[src/hdl/hjd_pkg.sv]
// Package for the heartbeat job dispatcher: sizes, request codes, register map,
// the request, response and engine interface structs, and the load clamp.
// Depends on nothing.
package hjd_pkg;

   localparam int NUM_WORKERS = 8;
   localparam int COUNT_BITS  = 16;
   localparam int IDX_BITS    = (NUM_WORKERS > 1) ? $clog2(NUM_WORKERS) : 1;
   localparam int STEP_BITS   = $clog2(NUM_WORKERS + 1);
   localparam int CNT_BITS    = $clog2(NUM_WORKERS + 1);

   localparam int OPCODE_BITS = 2;
   localparam int WID_BITS    = 4;
   localparam int LOAD_BITS   = 16;
   localparam int ALIVE_BITS  = 4;

   localparam logic [OPCODE_BITS-1:0] OP_HEARTBEAT = 2'd0;
   localparam logic [OPCODE_BITS-1:0] OP_JOB       = 2'd1;
   localparam logic [OPCODE_BITS-1:0] OP_CLEAR     = 2'd2;
   localparam logic [OPCODE_BITS-1:0] OP_RESERVED  = 2'd3;

   localparam int CSR_ADDR_BITS = 3;
   localparam int CSR_DATA_BITS = 32;
   localparam logic REG_STRATEGY = 1'b0;

   localparam logic STRATEGY_ROUND_ROBIN = 1'b0;
   localparam logic STRATEGY_LEAST_CONN  = 1'b1;

   typedef struct packed {
      logic [OPCODE_BITS-1:0] opcode;
      logic [WID_BITS-1:0]    worker_id;
   } req_type;

   typedef struct packed {
      logic [WID_BITS-1:0]   assigned_worker;
      logic                  none_alive;
      logic [LOAD_BITS-1:0]  chosen_load;
      logic [ALIVE_BITS-1:0] alive_count;
   } rsp_type;

   typedef struct packed {
      logic                   start;
      logic [OPCODE_BITS-1:0] opcode;
      logic [WID_BITS-1:0]    worker_id;
   } cmd_type;

   typedef struct packed {
      logic busy;
      logic done;
   } status_type;

   function automatic logic [LOAD_BITS-1:0] clamp_load(input logic [COUNT_BITS-1:0] cnt);
      logic [COUNT_BITS+LOAD_BITS-1:0] wide;
      logic [COUNT_BITS+LOAD_BITS-1:0] limit;
      wide  = (COUNT_BITS+LOAD_BITS)'(cnt);
      limit = (COUNT_BITS+LOAD_BITS)'({LOAD_BITS{1'b1}});
      if (wide > limit) begin
         return {LOAD_BITS{1'b1}};
      end
      return wide[LOAD_BITS-1:0];
   endfunction

endpackage

[src/hdl/hjd_sched.sv]
// Scheduling engine: alive marks, per-worker job counts and the round-robin
// pointer, with a sequencer that scans the workers through one comparator.
// Depends on hjd_pkg.
module hjd_sched (
   input  logic                clock,
   input  logic                reset,
   input  logic                strategy,
   input  hjd_pkg::cmd_type    cmd,
   input  logic                out_free,
   output hjd_pkg::status_type status,
   output hjd_pkg::rsp_type    result
);

   typedef enum logic [1:0] {
      ST_IDLE,
      ST_SCAN,
      ST_COMMIT,
      ST_FINISH
   } state_type;

   state_type                              state_ff;
   logic [hjd_pkg::NUM_WORKERS-1:0]        alive_mask_ff;
   logic [hjd_pkg::CNT_BITS-1:0]           alive_cnt_ff;
   logic [hjd_pkg::COUNT_BITS-1:0]         job_count_ff [hjd_pkg::NUM_WORKERS];
   logic [hjd_pkg::IDX_BITS-1:0]           rr_next_ff;
   logic [hjd_pkg::IDX_BITS-1:0]           scan_idx_ff;
   logic [hjd_pkg::STEP_BITS-1:0]          steps_ff;
   logic                                   lc_ff;
   logic                                   found_ff;
   logic [hjd_pkg::IDX_BITS-1:0]           best_idx_ff;
   logic [hjd_pkg::COUNT_BITS-1:0]         best_cnt_ff;
   logic [hjd_pkg::WID_BITS-1:0]           res_assigned_ff;
   logic                                   res_none_ff;
   logic [hjd_pkg::LOAD_BITS-1:0]          res_load_ff;

   logic                                   hb_valid;
   logic [hjd_pkg::IDX_BITS-1:0]           hb_idx;
   logic [hjd_pkg::IDX_BITS-1:0]           scan_wrap;
   logic [hjd_pkg::IDX_BITS-1:0]           rr_start;
   logic                                   scan_alive;
   logic [hjd_pkg::COUNT_BITS-1:0]         scan_cnt;

   always_comb begin
      hb_valid = (cmd.worker_id != '0)
                 && (hjd_pkg::WID_BITS'(cmd.worker_id) <= hjd_pkg::WID_BITS'(hjd_pkg::NUM_WORKERS));
      hb_idx   = hjd_pkg::IDX_BITS'(cmd.worker_id - hjd_pkg::WID_BITS'(1));
      scan_wrap = (scan_idx_ff == hjd_pkg::IDX_BITS'(hjd_pkg::NUM_WORKERS - 1))
                  ? '0 : scan_idx_ff + hjd_pkg::IDX_BITS'(1);
      rr_start = ({1'b0, rr_next_ff} < (hjd_pkg::IDX_BITS+1)'(hjd_pkg::NUM_WORKERS))
                 ? rr_next_ff : '0;
      scan_alive = alive_mask_ff[scan_idx_ff];
      scan_cnt   = job_count_ff[scan_idx_ff];
   end

   always_ff @(posedge clock) begin
      if (reset) begin
         state_ff      <= ST_IDLE;
         alive_mask_ff <= '0;
         alive_cnt_ff  <= '0;
         rr_next_ff    <= '0;
         for (int i = 0; i < hjd_pkg::NUM_WORKERS; i++) begin
            job_count_ff[i] <= '0;
         end
      end else begin
         case (state_ff)
            ST_IDLE: begin
               if (cmd.start) begin
                  res_assigned_ff <= '0;
                  res_none_ff     <= 1'b0;
                  res_load_ff     <= '0;
                  found_ff        <= 1'b0;
                  steps_ff        <= '0;
                  lc_ff           <= (strategy == hjd_pkg::STRATEGY_LEAST_CONN);
                  state_ff        <= ST_FINISH;
                  case (cmd.opcode)
                     hjd_pkg::OP_HEARTBEAT: begin
                        if (hb_valid && !alive_mask_ff[hb_idx]) begin
                           alive_mask_ff[hb_idx] <= 1'b1;
                           alive_cnt_ff <= alive_cnt_ff + hjd_pkg::CNT_BITS'(1);
                        end
                     end
                     hjd_pkg::OP_CLEAR: begin
                        alive_mask_ff <= '0;
                        alive_cnt_ff  <= '0;
                        rr_next_ff    <= '0;
                        for (int i = 0; i < hjd_pkg::NUM_WORKERS; i++) begin
                           job_count_ff[i] <= '0;
                        end
                     end
                     hjd_pkg::OP_JOB: begin
                        if (alive_cnt_ff == '0) begin
                           res_none_ff <= 1'b1;
                        end else begin
                           scan_idx_ff <= (strategy == hjd_pkg::STRATEGY_LEAST_CONN)
                                          ? '0 : rr_start;
                           state_ff    <= ST_SCAN;
                        end
                     end
                     default: begin
                     end
                  endcase
               end
            end
            ST_SCAN: begin
               steps_ff    <= steps_ff + hjd_pkg::STEP_BITS'(1);
               scan_idx_ff <= scan_wrap;
               if (lc_ff) begin
                  if (scan_alive && (!found_ff || (scan_cnt < best_cnt_ff))) begin
                     best_idx_ff <= scan_idx_ff;
                     best_cnt_ff <= scan_cnt;
                     found_ff    <= 1'b1;
                  end
                  if (steps_ff == hjd_pkg::STEP_BITS'(hjd_pkg::NUM_WORKERS - 1)) begin
                     state_ff <= ST_COMMIT;
                  end
               end else if (scan_alive) begin
                  best_idx_ff     <= scan_idx_ff;
                  found_ff        <= 1'b1;
                  rr_next_ff      <= scan_wrap;
                  res_assigned_ff <= hjd_pkg::WID_BITS'(scan_idx_ff) + hjd_pkg::WID_BITS'(1);
                  state_ff        <= ST_FINISH;
               end
            end
            ST_COMMIT: begin
               res_assigned_ff <= hjd_pkg::WID_BITS'(best_idx_ff) + hjd_pkg::WID_BITS'(1);
               res_load_ff     <= hjd_pkg::clamp_load(best_cnt_ff);
               if (best_cnt_ff != {hjd_pkg::COUNT_BITS{1'b1}}) begin
                  job_count_ff[best_idx_ff] <= best_cnt_ff + hjd_pkg::COUNT_BITS'(1);
               end
               state_ff <= ST_FINISH;
            end
            ST_FINISH: begin
               if (out_free) begin
                  state_ff <= ST_IDLE;
               end
            end
            default: begin
               state_ff <= ST_IDLE;
            end
         endcase
      end
   end

   always_comb begin
      status.busy = (state_ff != ST_IDLE);
      status.done = (state_ff == ST_FINISH) && out_free;
      result.assigned_worker = res_assigned_ff;
      result.none_alive      = res_none_ff;
      result.chosen_load     = res_load_ff;
      result.alive_count     = hjd_pkg::ALIVE_BITS'(alive_cnt_ff);
   end

   // The running alive count must always agree with the alive marks.
   a_alive_count : assert property (@(posedge clock) disable iff (reset)
      alive_cnt_ff == hjd_pkg::CNT_BITS'($countones(alive_mask_ff)))
      else $error("alive count out of step with alive marks");

   // A worker named in a finished result must be alive.
   a_assigned_alive : assert property (@(posedge clock) disable iff (reset)
      (status.done && (res_assigned_ff != '0))
      |-> alive_mask_ff[hjd_pkg::IDX_BITS'(res_assigned_ff - hjd_pkg::WID_BITS'(1))])
      else $error("job given to a worker that is not alive");

   // A job result either names a worker or reports that none is alive, never both.
   a_none_exclusive : assert property (@(posedge clock) disable iff (reset)
      status.done |-> !(res_none_ff && (res_assigned_ff != '0)))
      else $error("result names a worker and flags none alive");

   // A round-robin scan ends within one pass over the workers.
   a_rr_bounded : assert property (@(posedge clock) disable iff (reset)
      ((state_ff == ST_SCAN) && !lc_ff)
      |-> (steps_ff < hjd_pkg::STEP_BITS'(hjd_pkg::NUM_WORKERS)))
      else $error("round-robin scan ran past every worker");

   // The engine only takes a new request when it is idle.
   a_start_idle : assert property (@(posedge clock) disable iff (reset)
      cmd.start |-> (state_ff == ST_IDLE))
      else $error("request started while the engine was busy");

endmodule

[src/hdl/heartbeat_job_dispatcher_core.sv]
// Top level of the heartbeat job dispatcher: request and response handshakes,
// the strategy register behind the APB-style port, and the response register.
// Depends on hjd_pkg and hjd_sched.
//
// Requests arrive on req_valid/req_stall/req_payload and each one yields exactly
// one response on rsp_valid/rsp_stall/rsp_payload. A request is taken at a rising
// edge with req_valid high and req_stall low; a response is taken likewise on the
// rsp side. The request opcode selects a heartbeat, a job or a clear.
// Heartbeats, clears and unused opcodes go from idle straight to the finish state.
// A job scans the workers one per cycle through a single comparator: in round robin
// the scan stops at the first alive worker; in least connection all eight counts are
// compared and the chosen count is then updated. One request is in the engine at a
// time. The response register holds a finished response while the receiver stalls,
// and the engine can take the next request meanwhile; it then waits with its own
// result until the register is free. The user must write the strategy register
// through the csr_ port only while no request is in flight; the block itself does
// not enforce it. Reset clears the alive marks, the job counts, the round-robin
// pointer and the strategy, and leaves no response pending.
module heartbeat_job_dispatcher_core (
   input  logic                               clock,
   input  logic                               reset,
   input  logic                               req_valid,
   output logic                               req_stall,
   input  hjd_pkg::req_type                   req_payload,
   output logic                               rsp_valid,
   input  logic                               rsp_stall,
   output hjd_pkg::rsp_type                   rsp_payload,
   input  logic                               csr_psel,
   input  logic                               csr_penable,
   input  logic                               csr_pwrite,
   input  logic [hjd_pkg::CSR_ADDR_BITS-1:0]  csr_paddr,
   input  logic [hjd_pkg::CSR_DATA_BITS-1:0]  csr_pwdata,
   output logic [hjd_pkg::CSR_DATA_BITS-1:0]  csr_prdata,
   output logic                               csr_pready
);

   logic                strategy_ff;
   logic                rsp_valid_ff;
   hjd_pkg::rsp_type    rsp_payload_ff;
   hjd_pkg::cmd_type    cmd;
   hjd_pkg::status_type status;
   hjd_pkg::rsp_type    result;
   logic                out_free;
   logic                csr_hit;

   assign csr_hit    = (csr_paddr[hjd_pkg::CSR_ADDR_BITS-1:2] == hjd_pkg::REG_STRATEGY);
   assign csr_pready = 1'b1;
   assign csr_prdata = csr_hit ? hjd_pkg::CSR_DATA_BITS'(strategy_ff) : '0;

   always_ff @(posedge clock) begin
      if (reset) begin
         strategy_ff <= hjd_pkg::STRATEGY_ROUND_ROBIN;
      end else if (csr_psel && csr_penable && csr_pwrite && csr_pready && csr_hit) begin
         strategy_ff <= csr_pwdata[0];
      end
   end

   assign req_stall     = status.busy;
   assign cmd.start     = req_valid && !req_stall;
   assign cmd.opcode    = req_payload.opcode;
   assign cmd.worker_id = req_payload.worker_id;
   assign out_free      = !rsp_valid_ff || !rsp_stall;

   hjd_sched u_sched (
      .clock    (clock),
      .reset    (reset),
      .strategy (strategy_ff),
      .cmd      (cmd),
      .out_free (out_free),
      .status   (status),
      .result   (result)
   );

   always_ff @(posedge clock) begin
      if (reset) begin
         rsp_valid_ff <= 1'b0;
      end else if (status.done) begin
         rsp_valid_ff   <= 1'b1;
         rsp_payload_ff <= result;
      end else if (!rsp_stall) begin
         rsp_valid_ff <= 1'b0;
      end
   end

   assign rsp_valid   = rsp_valid_ff;
   assign rsp_payload = rsp_payload_ff;

endmodule
[config.mk]
export PLATFORM = sky130hd
export DESIGN_NAME = heartbeat_job_dispatcher_core
export DESIGN_NICKNAME = d
export VERILOG_FILES = /design/src/hdl/hjd_pkg.sv /design/src/hdl/hjd_sched.sv /design/src/hdl/heartbeat_job_dispatcher_core.sv
export SDC_FILE = /design/constraint.sdc
export NUM_CORES = 1
export LEC_CHECK = 0
export BUFFER_PORTS_ARGS = -buffer_cell sky130_fd_sc_hd__buf_2
export CORE_MARGIN = 2
export CORE_UTILIZATION = 55
export DETAILED_ROUTE_END_ITERATION = 8
export PLACE_DENSITY_LB_ADDON = 0.1
export REMOVE_ABC_BUFFERS = 1
export SKIP_LAST_GASP = 1
export SLEW_MARGIN = 0
export SYNTH_ARGS = -nofsm -noshare
export SYNTH_HDL_FRONTEND = slang
export SYNTH_SLANG_ARGS = --single-unit
[constraint.sdc]
create_clock -name clock -period 6.7 [get_ports clock]
set_clock_uncertainty 0.05 [all_clocks]
set_input_delay 1.005 -clock clock [delete_from_list [all_inputs] [get_ports clock]]
set_output_delay 1.005 -clock clock [all_outputs]
set_load 0.05 [all_outputs]
# After elaboration in Yosys (flattened, before gate mapping)
# Memories as Yosys holds them, arrays and structs flattened. A register that Yosys moved wholly into a read port is not among the register bits.
# Cells that the tools add are included.
[word_totals]
ram_bits = 128
in_bits = 48
wordCells = 174
regBits = 93
out_inout_bits = 60
romBits = 0
memories = 1
latch_bits = 0
[classes]
n_addsub = 7
n_eq_ne = 21
bitwise_logic = 11
order_cmp = 5
shifts = 0
mux = 71
reduce_logical = 39
n_mul = 0
div_mod_pow = 0
[memory_table]
columns = ["name", "words", "word_bits", "read_ports", "rd_clocked_by_memory_dff", "wr", "line_no", "text"]
rows = [
  ["u_sched.job_count_ff", 8, 16, 1, 1, 8, "hjd_sched.sv:24", "logic [hjd_pkg::COUNT_BITS-1:0] job_count_ff [hjd_pkg::NUM_WORKERS];"],
]
[ops]
columns = ["operator", "count"]
rows = [
  ["16-bit two-way mux", 10],
  ["3-bit two-way mux", 14],
  ["16-bit one-hot mux with 2 select lines", 1],
  ["1-bit two-way mux", 23],
  ["5-bit AND reduction", 4],
  ["16-bit by 1-bit adder with 16-bit output, second input constant", 1],
  ["16-bit < comparator", 1],
  ["4-bit two-way mux", 4],
  ["16-bit != test, second input constant", 1],
  ["4-bit one-hot mux with 2 select lines", 2],
  ["8-bit one-hot mux with 2 select lines", 1],
  ["4-bit AND reduction", 4],
  ["16-bit OR reduction", 1],
  ["2-bit two-way mux", 7],
  ["2-bit != test, second input constant", 6],
  ["3-bit one-hot mux with 2 select lines", 2],
  ["4-bit one-hot mux with 3 select lines", 1],
  ["2-bit nonzero test", 5],
  ["1-bit logical AND", 9],
  ["3-bit AND reduction", 3],
  ["3-bit by 1-bit adder with 4-bit output, second input constant", 2],
  ["4-bit by 1-bit adder with 4-bit output, second input constant", 2],
  ["3-bit by 4-bit < comparator with 1-bit output, second input constant", 2],
  ["8-bit two-way mux", 1],
  ["other kinds (25)", 47],
]

# Longest topological paths before layout
[logic_depth]
depth_word = 9
ltp_mapped = 10
depth_no_buf = 8

# Cells and area by module
# A second synthesis with hierarchy kept.
[unflattened]
cells_unflattened = 761
hier_area_um2 = 10314.9
[modules_own_cells]
columns = ["mod", "n_inst", "seq_area_each_um2", "cells_per_inst", "area_each_um2"]
rows = [
  ["hjd_sched", 1, 5715.5, 690, 9198.8],
  ["heartbeat_job_dispatcher_core", 1, 790.8, 71, 1116.1],
]

# Worst setup path before layout
# Ideal clock, no wire load.
[synth_path]
path_kind = "reg-to-reg"
from = "reg (tool-made name)"
to = "reg u_sched.best_cnt_ff[0] (netlist name) (enable)"
n_path_buf = 2
arrival_time_ps = 3756
slack_ps = 2485
synth_period_minus_slack_ps = 4215
required_time_ps = 6241
path_stages_with_launch = 11
setup_ps = 409
cell_sequence = "dfxtp_1 -> clkbuf_1 -> buf_2 -> mux4_2 -> mux2_2 -> ha_1 -> a211oi_1 -> nand2_1 -> o211ai_1 -> nand3_1 -> nor3_1"
[synth_rtl]
columns = ["element", "line_no", "text"]
rows = [
  ["to (signal assigned)", "hjd_sched.sv:110", "best_cnt_ff <= scan_cnt;"],
  ["to (decl)", "hjd_sched.sv:31", "logic [hjd_pkg::COUNT_BITS-1:0] best_cnt_ff;"],
]

==> flow_results.org <==
** Worst setup path
- Crit-path most repeated cell :: sky130_fd_sc_hd__buf_4
- For the worst setup path, the data arrival time is 4.24 ns.
- For the worst setup path, the data required time is 6.84 ns.
- STA classifies the critical path startpoint as a register.
- Slowest cell on the critical path :: sky130_fd_sc_hd__dfxtp_2
- Register-to-register path setup slack :: 2.60 ns
- Of all nets on the critical path, the largest fanout is 18.
- STA classifies the critical path endpoint as a register.
- On the worst path, the slowest cell contributes a delay of 0.78 ns.
- The worst setup path is of the register to register kind.
- The signal on the critical path passes through buf_4, mux4_2, mux2_2, ha_1, a211oi_1, nand2_1, o211ai_1, nand3_1, nor3_2, buf_4.

** Run status
- Outcome :: complete, no violations

** Place
- Routability-driven placement finished with a final weighted congestion of 0.823.
- Worst slack at placement :: 2.57 ns
- After detailed placement, the design holds a cell count of 1027.
- Buffers added on ports :: 42
- The wire-length estimate of the detail-placed layout is 14800 um.

** Global route
- The number of global-route vias before repair came to 6267.
- The first global-routing pass estimated 33500 um of wire.
- Antenna violations before repair :: 0
- Overall track demand over capacity in global routing :: 0.217
- Entering global routing, the biggest net connects 50 pins.
- For this run the aggregate overflow at the end of global routing stands at 0.

** Synthesis
- Gate count after technology mapping :: 784
- Synth cell types :: 65
- Count of yosys warnings during synthesis :: 0
- Count of flip-flops with a built-in enable after synthesis :: 202
- After synthesis the cells add up to 0.0104 mm^2.
- In the synthesized netlist the dominant register cell turns out to be sky130_fd_sc_hd__edfxtp_1.
- The share of the Yosys chip area taken by registers is 0.626.
- Synth Register Bits :: 224
- Synthesized area per cell :: 13.3 um^2
- In the synthesized netlist the async set-or-reset flop fraction comes to 0.

** CTS
- H-tree depth reported by CTS :: 1
- The root buffer cell chosen for the clock tree is sky130_fd_sc_hd__clkbuf_16.
- Clock transition at the registers of the reported paths :: 0.06 ns
- Number of setup buffers added after CTS :: 0
- The tree built by TritonCTS fans out to 224 sinks.
- Number of buffers inserted by hold repair at cts :: 0
- The clock passes through at most 3 buffers.
- For the worst-skew pair, the clock arrives at the later sink with an insertion delay of 0.51 ns.
- CTS tree :: built
- Quantity of gates resized following cts :: 0
- The number of clock buffers added by TritonCTS is 23.

** Power and ir drop
- Portion of total power attributed to the clock network :: 0.335
- Static Leak :: 4.18 nW
- Sw power :: 1.09 mW
- Switching fraction of total power :: 0.282
- P per Cell Area :: 340 mW/mm^2
- The share of total power dissipated in combinational logic is 0.200.
- Maximum VDD drop :: 0.196 mV
- Post-route total power :: 3.88 mW
- Of the total power, registers draw 0.465.
- Internal Dissipation :: 2.78 mW

** Floorplan
- For this configuration, the core starts out at a cell density of 0.558.
- Width of the chip :: 141 um
- Core Box Area :: 0.0186 mm^2
- Io pins :: 108
- Die footprint :: 0.0200 mm^2
- Die Span Y :: 141 um
- Row count :: 50

** Flow run
- MaxCap Viol Count :: 0

** Route
- Signal routing reaches up to met4.
- After detailed routing, the number of remaining DRC violations is 0.
- Aggregate routed wire length :: 21700 um
- WL met3 :: 1350 um
- Antenna Violating Nets Remaining :: 0
- Drt initial violations :: 522
- After detailed routing, the met2 layer carries 10900 um of wire.
- Using the TritonRoute via totals, the vias-per-cell ratio works out to 5.87.
- Before antenna repair, the detailed router went through 5 iterations.
- Final routed wire length divided by cell count :: 20.3 um
- After detailed routing, the wire length on met1 is 8900 um.
- Routed vias :: 6266

** STA
- For the final routed database, the setup TNS stands at 0 ns.
- The number of hold violations in the final report came to 0.
- Static timing analysis puts the maximum clock frequency at 244 MHz.
- Setup repair after global routing missed its margin :: no
- Final critical-path share of the clock period :: 0.611
- Slew margin rel. :: 0.336
- Final worst-path setup slack :: 2.60 ns
- The number of max-slew violations in the final report came to 0.
- Actual slew at the worst max-slew pin :: 0.994 ns
- After layout, the minimum clock period comes to 4.10 ns.
- Setup violation total in the final timing report :: 0

** Final layout
- The multi-input combinational cells in the finished layout cover a total of 0.00347 mm^2.
- In the layout the commonest cells are sky130_fd_sc_hd__edfxtp_1 (202), sky130_fd_sc_hd__nor2_1 (126), sky130_fd_sc_hd__nand2_1 (44), sky130_fd_sc_hd__buf_2 (42), sky130_fd_sc_hd__nor3_1 (41).
- Utilization of the core after routing :: 0.612
- After filler insertion, the fill cell instance count of the layout stands at 1455.
- Registers take 0.00651 mm^2.
- The finished layout holds 1068 standard cells, fillers aside.
- Syn-to-layout area delta :: 9.73%
- The repair_antennas step left the layout with diodes totalling 0.
- The library cell used most frequently in the layout, excluding fill and tap cells, is sky130_fd_sc_hd__edfxtp_1.
- Share of cells above drive strength 1 :: 0.176
- The final layout contains 893 nets.

** Hold path
- The tightest min-delay check is of the register to register type.
- In this run the most critical hold path is launched from u_sched.res_load_ff[9].
==> routing by layer <==
| layer | GRT usage | up-vias |
|---|---|---|
| li1 | - | 2885 |
| met1 | 0.285 | 3101 |
| met2 | 0.373 | 236 |
| met3 | 0.0391 | 44 |
| met4 | 0.0658 | 0 |
| met5 | 0 | - |
==> per-stage QoR <==
stage,hold slack (ns),instance area [um^2]
2_1_floorplan,0.350,10100
3_3_place_gp,0.351,10600
3_5_place_dp,0.355,10600
4_1_cts,0.369,11400
5_1_grt,0.371,11400
6_report,0.367,11400
==> path summary, 6_finish.rpt <==
check,endpoint,cells past startpoint
worst max-delay path,u_sched.best_cnt_ff[15],10
worst max register to register,u_sched.best_cnt_ff[15],10
worst min-delay path,rsp_payload[13],0
worst min register to register,rsp_payload[13],0
==> layout make-up <==
type                    instances  area share
well taps                     234      0.0257
flip-flops and latches        224       0.571
inverters                      34      0.0112
clock buffers                  27      0.0518
multi-input cells             487       0.304
repair buffers                 48      0.0224
clock inverters                14      0.0145
==> cell usage after synthesis (all sizes together), types with 3 or more instances <==
library cell    n  area [um^2]
o2bb2ai         3         26.3
inv            33          124
clkbuf         17         63.8
o21ai           9         45.0
nor2          126          473
nand3b          4         30.0
mux2           21          236
mux2i          10          100
mux4           32          721
dfxtp          22          440
nand2b          7         43.8
nand2          45          171
a21oi          12         60.1
and3            3         18.8
nor3           42          210
edfxtp        202         6070
and2            9         57.6
nor4            8         56.3
xor2            3         26.3
nand3          14         70.1
ha             27          338
a41oi           5         43.8
nor2b           4         25.0
nand4           5         31.3
or2            10         62.6
a31oi           5         31.3
xnor2          17          156
buf            52          353
or3             3         18.8
==> sequential cells by signal, indices dropped and copies added (netlist names), 3 cells and up, named ones only <==
signal and flops:
rsp_payload 25, u_sched.alive_cnt_ff 4, u_sched.alive_mask_ff 8, u_sched.best_cnt_ff 16
u_sched.best_idx_ff 3, u_sched.job_count_ff 128, u_sched.res_assigned_ff 4, u_sched.res_load_ff 16
u_sched.rr_next_ff 3, u_sched.scan_idx_ff 3, u_sched.steps_ff 4
==> kinds of logic after synthesis <==
group,count (synthesis),synth area share
simple gates,289,0.129
flops,224,0.626
buf+inv,103,0.0524
mux,63,0.102
compound gates,56,0.0397
fa+ha+maj,27,0.0325
xor+xnor,20,0.0176
other cells,2,0.000723
==> power by group through the flow <==
| stage | logic [mW] | clock network [mW] | registers (mW) |
|---|---|---|---|
| finish | 0.775 | 1.30 | 1.80 |
| detailed placement | 0.773 | 0 | 1.83 |
| global route | 0.839 | 1.37 | 1.82 |
| CTS | 0.780 | 1.32 | 1.80 |
| global placement | 0.757 | 0 | 1.82 |
| floorplan | 0.512 | 0 | 1.86 |
==> critical path: cells and delay by family, from the launching register on <==
family | cells | cell delay [ns]
muxes | 2 | 0.86
DFF | 1 | 0.78
buffers and inverters | 2 | 0.71
and+or+nand+nor | 3 | 0.52
AOI/OAI and AO/OA | 2 | 0.50
adders and majority gates | 1 | 0.32
Power figures use the tool's default switching activity.
